File: config.mk
export PLATFORM = sky130hd
export DESIGN_NAME = multi_slot_countdown_timer_core
export DESIGN_NICKNAME = d
export VERILOG_FILES = /design/src/sv/mct_pkg.sv /design/src/sv/mct_ram.sv /design/src/sv/mct_front.sv /design/src/sv/mct_cmdq.sv /design/src/sv/mct_back.sv /design/src/sv/multi_slot_countdown_timer_core.sv
export SDC_FILE = /design/constraint.sdc
export NUM_CORES = 2
export LEC_CHECK = 0
export BUFFER_PORTS_ARGS = -buffer_cell sky130_fd_sc_hd__buf_2
export CORE_ASPECT_RATIO = 2
export CORE_MARGIN = 8
export CORE_UTILIZATION = 45
export DETAILED_ROUTE_END_ITERATION = 10
export SYNTH_ARGS = -nofsm -noshare
export SYNTH_HDL_FRONTEND = slang
export SYNTH_SLANG_ARGS = --single-unit
File: constraint.sdc
create_clock -name clk_i -period 19 [get_ports clk_i]
set_input_delay 3.8 -clock clk_i [delete_from_list [all_inputs] [get_ports clk_i]]
set_output_delay 3.8 -clock clk_i [all_outputs]
set_load 0.02 [all_outputs]
File: src/sv/mct_pkg.sv
// Package for the multi-slot countdown timer: widths, codes and the command type.
`default_nettype none
package mct_pkg;

  localparam int unsigned DEF_SLOTS       = 16;
  localparam int unsigned DEF_COUNT_WIDTH = 32;
  localparam int unsigned MAX_RESULTS     = 16;
  localparam int unsigned DELAY_W         = 32;
  localparam int unsigned TAG_W           = 16;
  localparam int unsigned HANDLE_W        = 4;
  localparam int unsigned CMDQ_DEPTH      = 2;

  typedef enum logic [1:0] {
    FUNC_TICK       = 2'd0,
    FUNC_START_ONCE = 2'd1,
    FUNC_START_REP  = 2'd2,
    FUNC_CANCEL     = 2'd3
  } func_e;

  typedef enum logic [1:0] {
    KIND_FIRED    = 2'd0,
    KIND_STARTED  = 2'd1,
    KIND_FULL     = 2'd2,
    KIND_CANCELED = 2'd3
  } kind_e;

  typedef enum logic [1:0] {
    OP_TICK   = 2'd0,
    OP_START  = 2'd1,
    OP_CANCEL = 2'd2
  } op_e;

  typedef struct packed {
    op_e                 op;
    logic                once;
    logic                due;
    logic [TAG_W-1:0]    tag;
    logic [HANDLE_W-1:0] handle;
  } cmd_t;

endpackage
`default_nettype wire

File: src/sv/mct_ram.sv
// Generic single-write, single-read RAM with registered read data.
`default_nettype none
module mct_ram #(
  parameter int unsigned WIDTH = 8,
  parameter int unsigned DEPTH = 16,
  localparam int unsigned AW = (DEPTH > 1) ? $clog2(DEPTH) : 1
) (
  input  wire logic             clk_i,
  input  wire logic             we_i,
  input  wire logic [AW-1:0]    waddr_i,
  input  wire logic [WIDTH-1:0] wdata_i,
  input  wire logic             re_i,
  input  wire logic [AW-1:0]    raddr_i,
  output logic      [WIDTH-1:0] rdata_o
);

  logic [WIDTH-1:0] mem_q [DEPTH];
  logic [WIDTH-1:0] rdata_q;

  always_ff @(posedge clk_i) begin
    if (we_i) begin
      mem_q[waddr_i] <= wdata_i;
    end
    if (re_i) begin
      rdata_q <= mem_q[raddr_i];
    end
  end

  assign rdata_o = rdata_q;

endmodule
`default_nettype wire

File: src/sv/mct_front.sv
// Front end: accepts input transfers and classifies them into timer commands.
`default_nettype none
module mct_front
  import mct_pkg::*;
#(
  parameter int unsigned COUNT_WIDTH = DEF_COUNT_WIDTH
) (
  input  wire logic                   in_valid_i,
  output logic                        in_ready_o,
  input  wire logic [1:0]             func_i,
  input  wire logic [DELAY_W-1:0]     delay_ticks_i,
  input  wire logic [TAG_W-1:0]       user_tag_i,
  input  wire logic [HANDLE_W-1:0]    slot_handle_i,
  input  wire logic                   q_full_i,
  output logic                        q_push_o,
  output cmd_t                        q_cmd_o,
  output logic      [COUNT_WIDTH-1:0] q_delay_o
);

  logic [COUNT_WIDTH-1:0] delay;

  assign delay      = COUNT_WIDTH'(delay_ticks_i);
  assign in_ready_o = !q_full_i;
  assign q_push_o   = in_valid_i && !q_full_i;
  assign q_delay_o  = delay;

  always_comb begin
    q_cmd_o        = '0;
    q_cmd_o.tag    = user_tag_i;
    q_cmd_o.handle = slot_handle_i;
    q_cmd_o.due    = (delay == COUNT_WIDTH'(1));
    case (func_e'(func_i))
      FUNC_TICK: begin
        q_cmd_o.op = OP_TICK;
      end
      FUNC_START_ONCE: begin
        q_cmd_o.op   = OP_START;
        q_cmd_o.once = 1'b1;
      end
      FUNC_START_REP: begin
        q_cmd_o.op   = OP_START;
        q_cmd_o.once = (delay == '0);
      end
      FUNC_CANCEL: begin
        q_cmd_o.op = OP_CANCEL;
      end
      default: begin
        q_cmd_o.op = OP_TICK;
      end
    endcase
  end

endmodule
`default_nettype wire

File: src/sv/mct_cmdq.sv
// Short command queue between the front end and the slot engine.
`default_nettype none
module mct_cmdq
  import mct_pkg::*;
#(
  parameter int unsigned WIDTH = 8
) (
  input  wire logic             clk_i,
  input  wire logic             rst_ni,
  input  wire logic             push_i,
  input  wire logic [WIDTH-1:0] data_i,
  output logic                  full_o,
  input  wire logic             pop_i,
  output logic                  valid_o,
  output logic      [WIDTH-1:0] data_o
);
  localparam int unsigned PW = (CMDQ_DEPTH > 1) ? $clog2(CMDQ_DEPTH) : 1;
  localparam int unsigned CW = $clog2(CMDQ_DEPTH + 1);

  logic [WIDTH-1:0] buf_q [CMDQ_DEPTH];
  logic [PW-1:0]    wr_ptr_q, wr_ptr_d, rd_ptr_q, rd_ptr_d;
  logic [CW-1:0]    cnt_q, cnt_d;
  logic             do_push, do_pop;

  assign full_o  = (cnt_q == CW'(CMDQ_DEPTH));
  assign valid_o = (cnt_q != '0);
  assign data_o  = buf_q[rd_ptr_q];
  assign do_push = push_i && !full_o;
  assign do_pop  = pop_i && valid_o;

  always_comb begin
    wr_ptr_d = wr_ptr_q;
    rd_ptr_d = rd_ptr_q;
    cnt_d    = cnt_q;
    if (do_push) begin
      wr_ptr_d = (wr_ptr_q == PW'(CMDQ_DEPTH - 1)) ? '0 : wr_ptr_q + PW'(1);
    end
    if (do_pop) begin
      rd_ptr_d = (rd_ptr_q == PW'(CMDQ_DEPTH - 1)) ? '0 : rd_ptr_q + PW'(1);
    end
    if (do_push && !do_pop) begin
      cnt_d = cnt_q + CW'(1);
    end else if (!do_push && do_pop) begin
      cnt_d = cnt_q - CW'(1);
    end
  end

  always_ff @(posedge clk_i or negedge rst_ni) begin
    if (!rst_ni) begin
      wr_ptr_q <= '0;
      rd_ptr_q <= '0;
      cnt_q    <= '0;
    end else begin
      wr_ptr_q <= wr_ptr_d;
      rd_ptr_q <= rd_ptr_d;
      cnt_q    <= cnt_d;
    end
  end

  always_ff @(posedge clk_i) begin
    if (do_push) begin
      buf_q[wr_ptr_q] <= data_i;
    end
  end

endmodule
`default_nettype wire

File: src/sv/mct_back.sv
// Slot engine: slot table, tick walk over the slot RAM and the result register.
`default_nettype none
module mct_back
  import mct_pkg::*;
#(
  parameter int unsigned SLOTS       = DEF_SLOTS,
  parameter int unsigned COUNT_WIDTH = DEF_COUNT_WIDTH
) (
  input  wire logic                   clk_i,
  input  wire logic                   rst_ni,
  input  wire logic                   cmd_valid_i,
  input  wire cmd_t                   cmd_i,
  input  wire logic [COUNT_WIDTH-1:0] cmd_delay_i,
  output logic                        cmd_pop_o,
  output logic                        out_valid_o,
  input  wire logic                   out_ready_i,
  output logic      [1:0]             kind_o,
  output logic      [HANDLE_W-1:0]    handle_o,
  output logic      [TAG_W-1:0]       tag_o,
  output logic                        found_o,
  output logic                        active_o,
  output logic                        last_o
);
  localparam int unsigned CW   = COUNT_WIDTH;
  localparam int unsigned IW   = (SLOTS > 1) ? $clog2(SLOTS) : 1;
  localparam int unsigned NW   = $clog2(SLOTS + 1);
  localparam int unsigned RW   = $clog2(MAX_RESULTS + 1);
  localparam int unsigned WW   = TAG_W + 2 * CW;

  typedef enum logic [1:0] {
    ST_IDLE = 2'b01,
    ST_TICK = 2'b10
  } state_e;

  state_e              state_q, state_d;
  logic [SLOTS-1:0]    valid_q, valid_d, due_q, due_d, once_q, once_d;
  logic [NW-1:0]       rd_cnt_q, rd_cnt_d;
  logic                s1_v_q, s1_v_d;
  logic [IW-1:0]       s1_idx_q, s1_idx_d;
  logic                hv_q, hv_d;
  logic [IW-1:0]       h_idx_q, h_idx_d;
  logic [TAG_W-1:0]    h_tag_q, h_tag_d;
  logic [RW-1:0]       nf_q, nf_d;
  logic                act_q, act_d;

  logic                out_v_q;
  logic [1:0]          kind_q;
  logic [HANDLE_W-1:0] handle_q;
  logic [TAG_W-1:0]    tag_q;
  logic                found_q, active_q, last_q;

  logic                out_free, out_load;
  kind_e               o_kind;
  logic [HANDLE_W-1:0] o_handle;
  logic [TAG_W-1:0]    o_tag;
  logic                o_found, o_active, o_last;

  logic                ram_we, ram_re;
  logic [IW-1:0]       ram_waddr, ram_raddr;
  logic [WW-1:0]       ram_wdata, ram_rdata;

  logic [CW-1:0]       cnt_r, rel_r, dec;
  logic [TAG_W-1:0]    tag_r;
  logic [IW-1:0]       free_idx;
  logic                any_free;
  logic [SLOTS-1:0]    cancel_mask;
  logic                vld_s1, fire, report, rd_done, stall;

  assign cnt_r   = ram_rdata[CW-1:0];
  assign rel_r   = ram_rdata[2*CW-1:CW];
  assign tag_r   = ram_rdata[WW-1:2*CW];
  assign dec     = cnt_r - CW'(1);
  assign vld_s1  = valid_q[s1_idx_q];
  assign rd_done = (rd_cnt_q == NW'(SLOTS));
  assign fire    = s1_v_q && vld_s1 && (dec == '0);
  assign report  = fire && (nf_q < RW'(MAX_RESULTS));
  assign out_free = !out_v_q || out_ready_i;
  assign stall   = report && hv_q && !out_free;
  assign any_free = !(&valid_q);

  always_comb begin
    free_idx = '0;
    for (int i = SLOTS - 1; i >= 0; i--) begin
      if (!valid_q[i]) begin
        free_idx = IW'(i);
      end
    end
  end

  always_comb begin
    for (int i = 0; i < SLOTS; i++) begin
      cancel_mask[i] = (int'(cmd_i.handle) == i);
    end
  end

  always_comb begin
    state_d   = state_q;
    valid_d   = valid_q;
    due_d     = due_q;
    once_d    = once_q;
    rd_cnt_d  = rd_cnt_q;
    s1_v_d    = s1_v_q;
    s1_idx_d  = s1_idx_q;
    hv_d      = hv_q;
    h_idx_d   = h_idx_q;
    h_tag_d   = h_tag_q;
    nf_d      = nf_q;
    act_d     = act_q;
    cmd_pop_o = 1'b0;
    out_load  = 1'b0;
    o_kind    = KIND_FIRED;
    o_handle  = '0;
    o_tag     = '0;
    o_found   = 1'b0;
    o_active  = 1'b0;
    o_last    = 1'b1;
    ram_we    = 1'b0;
    ram_waddr = s1_idx_q;
    ram_wdata = {tag_r, rel_r, dec};
    ram_re    = 1'b0;
    ram_raddr = rd_cnt_q[IW-1:0];

    case (state_q)
      ST_IDLE: begin
        if (cmd_valid_i) begin
          case (cmd_i.op)
            OP_TICK: begin
              cmd_pop_o = 1'b1;
              state_d   = ST_TICK;
              rd_cnt_d  = '0;
              s1_v_d    = 1'b0;
              hv_d      = 1'b0;
              nf_d      = '0;
              act_d     = |(valid_q & ~(due_q & once_q));
            end
            OP_START: begin
              if (out_free) begin
                cmd_pop_o = 1'b1;
                out_load  = 1'b1;
                if (any_free) begin
                  valid_d[free_idx] = 1'b1;
                  due_d[free_idx]   = cmd_i.due;
                  once_d[free_idx]  = cmd_i.once;
                  ram_we    = 1'b1;
                  ram_waddr = free_idx;
                  ram_wdata = {cmd_i.tag, (cmd_i.once ? CW'(0) : cmd_delay_i), cmd_delay_i};
                  o_kind    = KIND_STARTED;
                  o_handle  = HANDLE_W'(free_idx);
                end else begin
                  o_kind    = KIND_FULL;
                end
                o_active = 1'b1;
              end
            end
            OP_CANCEL: begin
              if (out_free) begin
                cmd_pop_o = 1'b1;
                out_load  = 1'b1;
                valid_d   = valid_q & ~cancel_mask;
                o_kind    = KIND_CANCELED;
                o_handle  = cmd_i.handle;
                o_found   = |(valid_q & cancel_mask);
                o_active  = |(valid_q & ~cancel_mask);
              end
            end
            default: begin
              cmd_pop_o = 1'b1;
            end
          endcase
        end
      end

      ST_TICK: begin
        if (!stall) begin
          if (s1_v_q && vld_s1) begin
            if (dec == '0) begin
              if (rel_r == '0) begin
                valid_d[s1_idx_q] = 1'b0;
              end else begin
                ram_we               = 1'b1;
                ram_wdata            = {tag_r, rel_r, rel_r};
                due_d[s1_idx_q]      = (rel_r == CW'(1));
              end
            end else begin
              ram_we          = 1'b1;
              due_d[s1_idx_q] = (dec == CW'(1));
            end
          end
          if (report) begin
            if (hv_q) begin
              out_load = 1'b1;
              o_handle = HANDLE_W'(h_idx_q);
              o_tag    = h_tag_q;
              o_active = act_q;
              o_last   = 1'b0;
            end
            hv_d    = 1'b1;
            h_idx_d = s1_idx_q;
            h_tag_d = tag_r;
            nf_d    = nf_q + RW'(1);
          end
          if (!rd_done) begin
            ram_re   = 1'b1;
            s1_v_d   = 1'b1;
            s1_idx_d = rd_cnt_q[IW-1:0];
            rd_cnt_d = rd_cnt_q + NW'(1);
          end else begin
            s1_v_d = 1'b0;
          end
          if (rd_done && !s1_v_q) begin
            if (!hv_q) begin
              state_d = ST_IDLE;
            end else if (out_free) begin
              out_load = 1'b1;
              o_handle = HANDLE_W'(h_idx_q);
              o_tag    = h_tag_q;
              o_active = act_q;
              o_last   = 1'b1;
              hv_d     = 1'b0;
              state_d  = ST_IDLE;
            end
          end
        end
      end

      default: begin
        state_d = ST_IDLE;
      end
    endcase
  end

  mct_ram #(
    .WIDTH(WW),
    .DEPTH(SLOTS)
  ) u_slot_ram (
    .clk_i  (clk_i),
    .we_i   (ram_we),
    .waddr_i(ram_waddr),
    .wdata_i(ram_wdata),
    .re_i   (ram_re),
    .raddr_i(ram_raddr),
    .rdata_o(ram_rdata)
  );

  always_ff @(posedge clk_i or negedge rst_ni) begin
    if (!rst_ni) begin
      state_q  <= ST_IDLE;
      valid_q  <= '0;
      due_q    <= '0;
      once_q   <= '0;
      rd_cnt_q <= '0;
      s1_v_q   <= 1'b0;
      s1_idx_q <= '0;
      hv_q     <= 1'b0;
      nf_q     <= '0;
      act_q    <= 1'b0;
      out_v_q  <= 1'b0;
    end else begin
      state_q  <= state_d;
      valid_q  <= valid_d;
      due_q    <= due_d;
      once_q   <= once_d;
      rd_cnt_q <= rd_cnt_d;
      s1_v_q   <= s1_v_d;
      s1_idx_q <= s1_idx_d;
      hv_q     <= hv_d;
      nf_q     <= nf_d;
      act_q    <= act_d;
      if (out_load) begin
        out_v_q <= 1'b1;
      end else if (out_ready_i) begin
        out_v_q <= 1'b0;
      end
    end
  end

  always_ff @(posedge clk_i) begin
    h_idx_q <= h_idx_d;
    h_tag_q <= h_tag_d;
    if (out_load) begin
      kind_q   <= o_kind;
      handle_q <= o_handle;
      tag_q    <= o_tag;
      found_q  <= o_found;
      active_q <= o_active;
      last_q   <= o_last;
    end
  end

  assign out_valid_o = out_v_q;
  assign kind_o      = kind_q;
  assign handle_o    = handle_q;
  assign tag_o       = tag_q;
  assign found_o     = found_q;
  assign active_o    = active_q;
  assign last_o      = last_q;

endmodule
`default_nettype wire

File: src/sv/multi_slot_countdown_timer_core.sv
// Top level of the multi-slot countdown timer.
//
//   channel  direction  handshake                 payload
//   in       input      in_valid_i / in_ready_o   func, delay_ticks, user_tag, slot_handle
//   out      output     out_valid_o / out_ready_i kind, handle, tag, found, active, last
//
// Start and cancel are handled in the slot engine in the same cycle that they leave the command queue.
// A tick leaves the queue, then walks every slot through the slot RAM read port, one slot
// per cycle except while the result register stalls on out_ready_i.
// Reset clears the slot valid bits; the slot RAM needs no clearing.
// The two-entry command queue keeps taking transfers while a tick walk is busy.
`default_nettype none
module multi_slot_countdown_timer_core
  import mct_pkg::*;
#(
  parameter int unsigned SLOTS       = DEF_SLOTS,
  parameter int unsigned COUNT_WIDTH = DEF_COUNT_WIDTH
) (
  input  wire logic                clk_i,
  input  wire logic                rst_ni,
  input  wire logic                in_valid_i,
  output logic                     in_ready_o,
  input  wire logic [1:0]          func_i,
  input  wire logic [DELAY_W-1:0]  delay_ticks_i,
  input  wire logic [TAG_W-1:0]    user_tag_i,
  input  wire logic [HANDLE_W-1:0] slot_handle_i,
  output logic                     out_valid_o,
  input  wire logic                out_ready_i,
  output logic      [1:0]          kind_o,
  output logic      [HANDLE_W-1:0] handle_o,
  output logic      [TAG_W-1:0]    tag_o,
  output logic                     found_o,
  output logic                     active_o,
  output logic                     last_o
);
  localparam int unsigned CMD_W = $bits(cmd_t);
  localparam int unsigned QW    = CMD_W + COUNT_WIDTH;

  logic                   q_full, q_push, q_valid, q_pop;
  cmd_t                   f_cmd, b_cmd;
  logic [COUNT_WIDTH-1:0] f_delay, b_delay;
  logic [QW-1:0]          q_rdata;

  mct_front #(
    .COUNT_WIDTH(COUNT_WIDTH)
  ) u_front (
    .in_valid_i   (in_valid_i),
    .in_ready_o   (in_ready_o),
    .func_i       (func_i),
    .delay_ticks_i(delay_ticks_i),
    .user_tag_i   (user_tag_i),
    .slot_handle_i(slot_handle_i),
    .q_full_i     (q_full),
    .q_push_o     (q_push),
    .q_cmd_o      (f_cmd),
    .q_delay_o    (f_delay)
  );

  mct_cmdq #(
    .WIDTH(QW)
  ) u_cmdq (
    .clk_i  (clk_i),
    .rst_ni (rst_ni),
    .push_i (q_push),
    .data_i ({f_cmd, f_delay}),
    .full_o (q_full),
    .pop_i  (q_pop),
    .valid_o(q_valid),
    .data_o (q_rdata)
  );

  assign b_cmd   = cmd_t'(q_rdata[QW-1:COUNT_WIDTH]);
  assign b_delay = q_rdata[COUNT_WIDTH-1:0];

  mct_back #(
    .SLOTS      (SLOTS),
    .COUNT_WIDTH(COUNT_WIDTH)
  ) u_back (
    .clk_i      (clk_i),
    .rst_ni     (rst_ni),
    .cmd_valid_i(q_valid),
    .cmd_i      (b_cmd),
    .cmd_delay_i(b_delay),
    .cmd_pop_o  (q_pop),
    .out_valid_o(out_valid_o),
    .out_ready_i(out_ready_i),
    .kind_o     (kind_o),
    .handle_o   (handle_o),
    .tag_o      (tag_o),
    .found_o    (found_o),
    .active_o   (active_o),
    .last_o     (last_o)
  );

endmodule
`default_nettype wire

### Word level (Yosys, flattened, before mapping)

Memories as Yosys holds them, arrays and structs flattened. A register that Yosys moved wholly into a read port is not among the register bits.
Index checks and enable logic that the tools add are counted.

* flip-flop bits (word level): 117
* output and inout port bits: 27
* memories: 2
* memory bits (writable): 1392
* input bits: 58
* logic and storage cells: 301

* equal/unequal tests: 45
* bitwise operators: 13
* muxes and demuxes: 158
* order comparisons: 5
* add/subtract/negate cells: 7
* reduce and logical (&&, ||, !) cells: 49

Memories
* u_back.u_slot_ram.mem_q: words 16, bits a word 80, rd ports 1, clocked after memory_dff 1, wr ports 1, line mct_ram.sv:17 `logic [WIDTH-1:0] mem_q [DEPTH];`
* u_cmdq.buf_q: words 2, bits a word 56, rd ports 1, clocked after memory_dff 0, wr ports 1, line mct_cmdq.sv:20 `logic [WIDTH-1:0] buf_q [CMDQ_DEPTH];`

Operators with widths (count)
* $mux W16: 21
* $mux W80: 4
* $mux W32: 5
* $pmux W80 S2: 1
* $mux W4: 31
* $eq A32 B1 Y1 const B: 3
* $logic_not A32 Y1: 3
* $pmux W16 S2: 3
* $and A16 B16 Y16: 5
* $bwmux W16: 4
* $mux W1: 55
* $not A16 Y16: 3
* $reduce_or A16 Y1: 3
* $eq A4 B4 Y1 const B: 8
* $sub A32 B1 Y32 const B: 1
* $mux W5: 6
* $mux W2: 11
* $pmux W5 S2: 2
* $reduce_and A5 Y1: 4
* $eq A4 B3 Y1 const B: 4
* $or A16 B16 Y16: 1
* $pmux W4 S2: 2
* $reduce_and A16 Y1: 1
* $pmux W1 S2: 7
* 33 further kinds: 89

### Depth between registers and ports, before layout

* depth after elaboration: 26
* depth in mapped cells: 16
* gate-level depth less buffers: 11

### Modules after synthesis

Synthesis repeated with hierarchy kept, for this count alone.

* cells, all modules: 3480
* area total of the unflattened synthesis: 64564.4 µm²

Modules (own cells, without submodules)
* mct_ram: instances 1, cells each 2054, area each 50223.2 µm², sequential area each 40839.2 µm²
* mct_back: instances 1, cells each 1158, area each 9425.3 µm², sequential area each 3054.2 µm²
* mct_cmdq: instances 1, cells each 193, area each 4359.2 µm², sequential area each 3463.3 µm²
* mct_front: instances 1, cells each 75, area each 556.8 µm², sequential area each 0.0 µm²

### Worst setup path after synthesis

No wires, ideal clock.

* kind: input to register
* from: input out_ready_i
* to: memory u_back.u_slot_ram.mem_q[12][0] (netlist bit), enable pin
* arrival: 8.719 ns
* stages: 10
* library setup time: 0.519 ns
* data required time: 18.481 ns
* slack: 9.762 ns
* buffers on the path: 3
* cell sequence: nand2b_1 -> clkbuf_1 -> nand2_1 -> or3_1 -> clkbuf_1 -> clkbuf_1 -> o21a_1 -> nor3_1 -> nand2_1 -> nor2_1

* word-level cells in the longest chain between the ends: 7
* elaborated cells between the ends (all ways): 14
* those cells by class: mux (11); reduce/logical (3)

Ends and longest elaborated chain
* start: declaration: line multi_slot_countdown_timer_core.sv:28 `input wire logic out_ready_i,`
* $logic_or A1 B1 Y1 (*): line mct_back.sv:77 `assign out_free = !out_v_q || out_ready_i;`
* $mux W1 or $logic_not A1 Y1 (tied branches): line mct_back.sv:137, mct_back.sv:78
* $mux W1 or $logic_and A1 B1 Y1 (tied branches): line mct_back.sv:126, mct_back.sv:78
* $mux W1, on equally long branches: line mct_back.sv:125, mct_back.sv:174
* $pmux W1 S2: line mct_back.sv:123 `case (state_q)`
* $mux W1: line mct_ram.sv:21 `if (we_i) begin`
* $mux W1 (implied by the code): line mct_ram.sv:22 `mem_q[waddr_i] <= wdata_i;`
* end: declaration: line mct_ram.sv:17

Mark *: on every way between the ends. The rest lies on a longest branch, timed or not.

### Final worst setup path

* from: input out_ready_i
* to: memory u_back.u_slot_ram.mem_q[14][62] (netlist bit), enable pin

Same word-level chain as after synthesis.

==> metrics.csv <==
stage,metric,value,unit
status,status,finished clean,
timing,Max Slew Vio Count,0,
grt,first-pass GRT wire length,229000,um
cts,CTS Buf Count,143,
synthesis,number of flops mapped to enable cells by yosys,1517,
placed_design,Cells after DPL,5070,
worst_hold_path,WHS Endpoint,u_back.h_tag_q[2],
synthesis,"area leader, netlist",edfxtp_1,
synthesis,Ys Warns,0,
floorplan,Ports,85,
placed_design,Final GP Congestion,0.915,
setup_path,"Arr. time, crit path",7820,ps
floorplan,die area,154000,um^2
cts,Num Clock Sinks,1589,
placed_design,port buffer count,84,
timing,"Setup violations, final",0,
cts,clock buffer depth,3,
grt,largest net degree at the start of global routing,113,
synthesis,Synth top area share,71.8,%
grt,vias in the first global route,32900,
cells_and_area,"commonest non-fill, non-tap cell in the layout",edfxtp_1,
routing,Via Count,32400,
setup_path,reg2reg path depth,12,
timing,Worst Tran Pin Value,1190,ps
floorplan,Initial Util,45.1,%
floorplan,core region area,141000,um^2
routing,vias per cell,6.06,
setup_path,Worst R2R End,u_back.u_slot_ram.mem_q[14][62],
timing,WHS,475,ps
grt,initial antenna violation count,0,
routing,number of DRC markers in iteration 0,3393,
routing,DRC errors left,0,
synthesis,Post-Syn Instances,3180,
setup_path,Critical Path Start Type,input pin,
timing,final period utilization,39.1,%
synthesis,predominant post-synthesis flop cell,edfxtp_1,
synthesis,synth unique cells,79,
cts,PostCTS Resize Cnt,0,
timing,Final Hold Vio Count,0,
cells_and_area,fraction of layout cells with a size suffix above 1,26.0,%
setup_path,CP Max Fanout,35,
cells_and_area,Layout Nets,3418,
grt,total track usage,20.4,%
flow_run,Max Cap Viol,0,
timing,RSZ-0062 raised after global routing,no,
synthesis,Post-Synthesis Cell Area,63400,um^2
grt,Overflow after GRT,0,
cts,clock tree from TritonCTS,built,
routing,Pre-Repair DR Iteration Count,5,
timing,fin crit period,7430,ps
routing,final WL,157000,um
routing,post-route antenna net violation count,0,
power,maximum vdd drop,148,uV
cells_and_area,"Cell Count, Final, Fillers Out",5334,
setup_path,reg2reg start,u_back.u_slot_ram.rdata_o[0],
timing,Sum Neg Setup Slack,0,ps
floorplan,row count,195,
floorplan,Die H,547,um
setup_path,crit end category,flop,
cts,Hold Buf Count CTS,0,
setup_path,WS Path Type,in -> reg,
cts,number of setup buffers added after CTS,0,
cts,H-tree levels,4,
cells_and_area,Area growth syn-to-layout,12.1,%
timing,Fin Clk Skew,30.8,ps
routing,Routed WL per cell,29.4,um
cells_and_area,most frequent cells in the layout,"1517 x edfxtp_1, 405 x mux4_2, 174 x nand2_1",
synthesis,"Seq/Total Area, Yosys",74.6,%
floorplan,Die Width,282,um
power,Pleak,22.3,nW
cts,Clock Pin Slew Worst Setup and Hold Paths,60,ps
cts,Clock Root Buffer,clkbuf_16,
setup_path,r2r setup slk,12720,ps
worst_hold_path,worst hold path cell count,0,
cts,Worst-Skew Late Latency,780,ps
synthesis,Mean Syn Cell Area,20.0,um^2
timing,fmax,0.135,GHz
synthesis,"top cells by area, synth","edfxtp_1 72%, mux4_2 14%, dfrtp_1 2.8%",
setup_path,Crit path required time,19390,ps
synthesis,Mapped Nets,3253,
placed_design,Detail Placement HPWL,90900,um
synthesis,synthesized flop and latch total,1589,
synthesis,"Async S/R FF share, synth",4.53,%
power,Pwr per Cell Area,148,nW/um^2
timing,Slew headroom,18.1,%
worst_hold_path,Hold Crit Start,u_back.u_slot_ram.rdata_o[66],
worst_hold_path,hold crit path type,reg -> reg,
cell families (layout without fill, tap and decap cells):
logic type | Yosys count | after routing | synth area share (%)
flip-flops | 1589 | 1589 | 74.6
AND/OR/NAND/NOR | 526 | 526 | 4.08
multiplexers | 499 | 499 | 15.9
AO/OA/AOI/OAI | 316 | 316 | 3.41
buffers and inverters | 207 | 489 | 1.25
XOR/XNOR | 28 | 28 | 0.387
adder cells (fa/ha/maj) | 15 | 15 | 0.296
other | 0 | 1 | 0
cell type report:
class,instances,area (um^2)
fillers,11400,69400
repair buffers,193,1260
well taps,1871,2340
clock buffers,172,3780
diodes,1,2.50
flip-flops and latches,1589,47400
multi-input cells,1384,15400
inverters,34,135
clock inverters,90,776
worst max-delay path: stages:
cell	delay (ps)
buf_2	110
nand2b_1	250
nand2_1	150
or3_1	620
a41oi_2	710
nor2_4	720
buf_4	610
buf_4	740
layer usage:
metal | up-vias | track usage [%] | share of wire [%] | wire, um
met4 | 0 | 6.51 | 3.2 | 5080
met2 | 1249 | 33.9 | 50 | 78400
met1 | 17300 | 27.5 | 41 | 64000
met5 | - | 0 | 0 | 0
met3 | 269 | 3.26 | 6.1 | 9560
li1 | 13500 | - | - | -
power by group:
| group | leakage [nW] | switching [mW] | total, mW | internal [mW] |
|---|---|---|---|---|
| Combinational | 5.37 | 1.76 | 2.72 | 0.960 |
| Clock | 2.23 | 1.28 | 2.83 | 1.55 |
| Sequential | 14.7 | 0.240 | 5.00 | 4.76 |
| Total | 22.3 | 3.28 | 10.5 | 7.27 |
how the worst max path moves through the flow:
stage | depth (start not counted) | to | slack [ps] | from
6_report | 8 | u_back.u_slot_ram.mem_q[14][62] | 11570 | out_ready_i
5_1_grt | 10 | u_back.u_slot_ram.mem_q[1][47] | 11360 | out_ready_i
4_1_cts | 10 | u_back.u_slot_ram.mem_q[9][12] | 11640 | out_ready_i
3_5_place_dp | 10 | u_back.u_slot_ram.mem_q[1][48] | 10820 | out_ready_i
3_3_place_gp | 10 | u_back.u_slot_ram.mem_q[1][44] | 10820 | out_ready_i
2_1_floorplan | 10 | u_back.u_slot_ram.mem_q[12][0] | 9760 | out_ready_i
synth_stat cells (all sizes together) (19+ instances only):
| cell | number |
|---|---|
| a21oi | 47 |
| a221o | 19 |
| and2 | 25 |
| buf | 38 |
| clkbuf | 135 |
| dfrtp | 71 |
| edfxtp | 1517 |
| inv | 34 |
| mux2 | 34 |
| mux2i | 60 |
| mux4 | 405 |
| nand2 | 176 |
| nand3 | 31 |
| nand4 | 32 |
| nor2 | 120 |
| nor3 | 40 |
| nor4 | 31 |
| o211ai | 19 |
| o21ai | 85 |
registers in the layout (all words and copies together) (netlist names), 4 cells and up:
| register | flops |
|---|---|
| u_back.u_slot_ram.mem_q | 1280 |
| u_back.handle_o | 4 |
| u_back.valid_q | 16 |
| u_cmdq.buf_q | 112 |
| u_back.tag_o | 16 |
| u_back.due_q | 16 |
| u_back.u_slot_ram.rdata_o | 80 |
| u_back.rd_cnt_q | 5 |
| u_back.h_idx_q | 4 |
| u_back.nf_q | 5 |
| u_back.h_tag_q | 16 |
| u_back.once_q | 16 |
| u_back.s1_idx_q | 4 |
through the flow:
step | total power, mW | setup WS [ps] | utilization [%] | instance area [um^2]
2_1_floorplan | 6.74 | 9760 | - | 63400
3_3_place_gp | 7.74 | 10820 | 47.4 | 66600
3_5_place_dp | 7.80 | 10820 | 47.4 | 66600
4_1_cts | 10.6 | 11640 | 50.6 | 71100
5_1_grt | 10.9 | 11360 | 50.6 | 71100
6_report | 10.5 | 11570 | 50.6 | 71100
No activity file was read; power rests on OpenSTA's default activity.
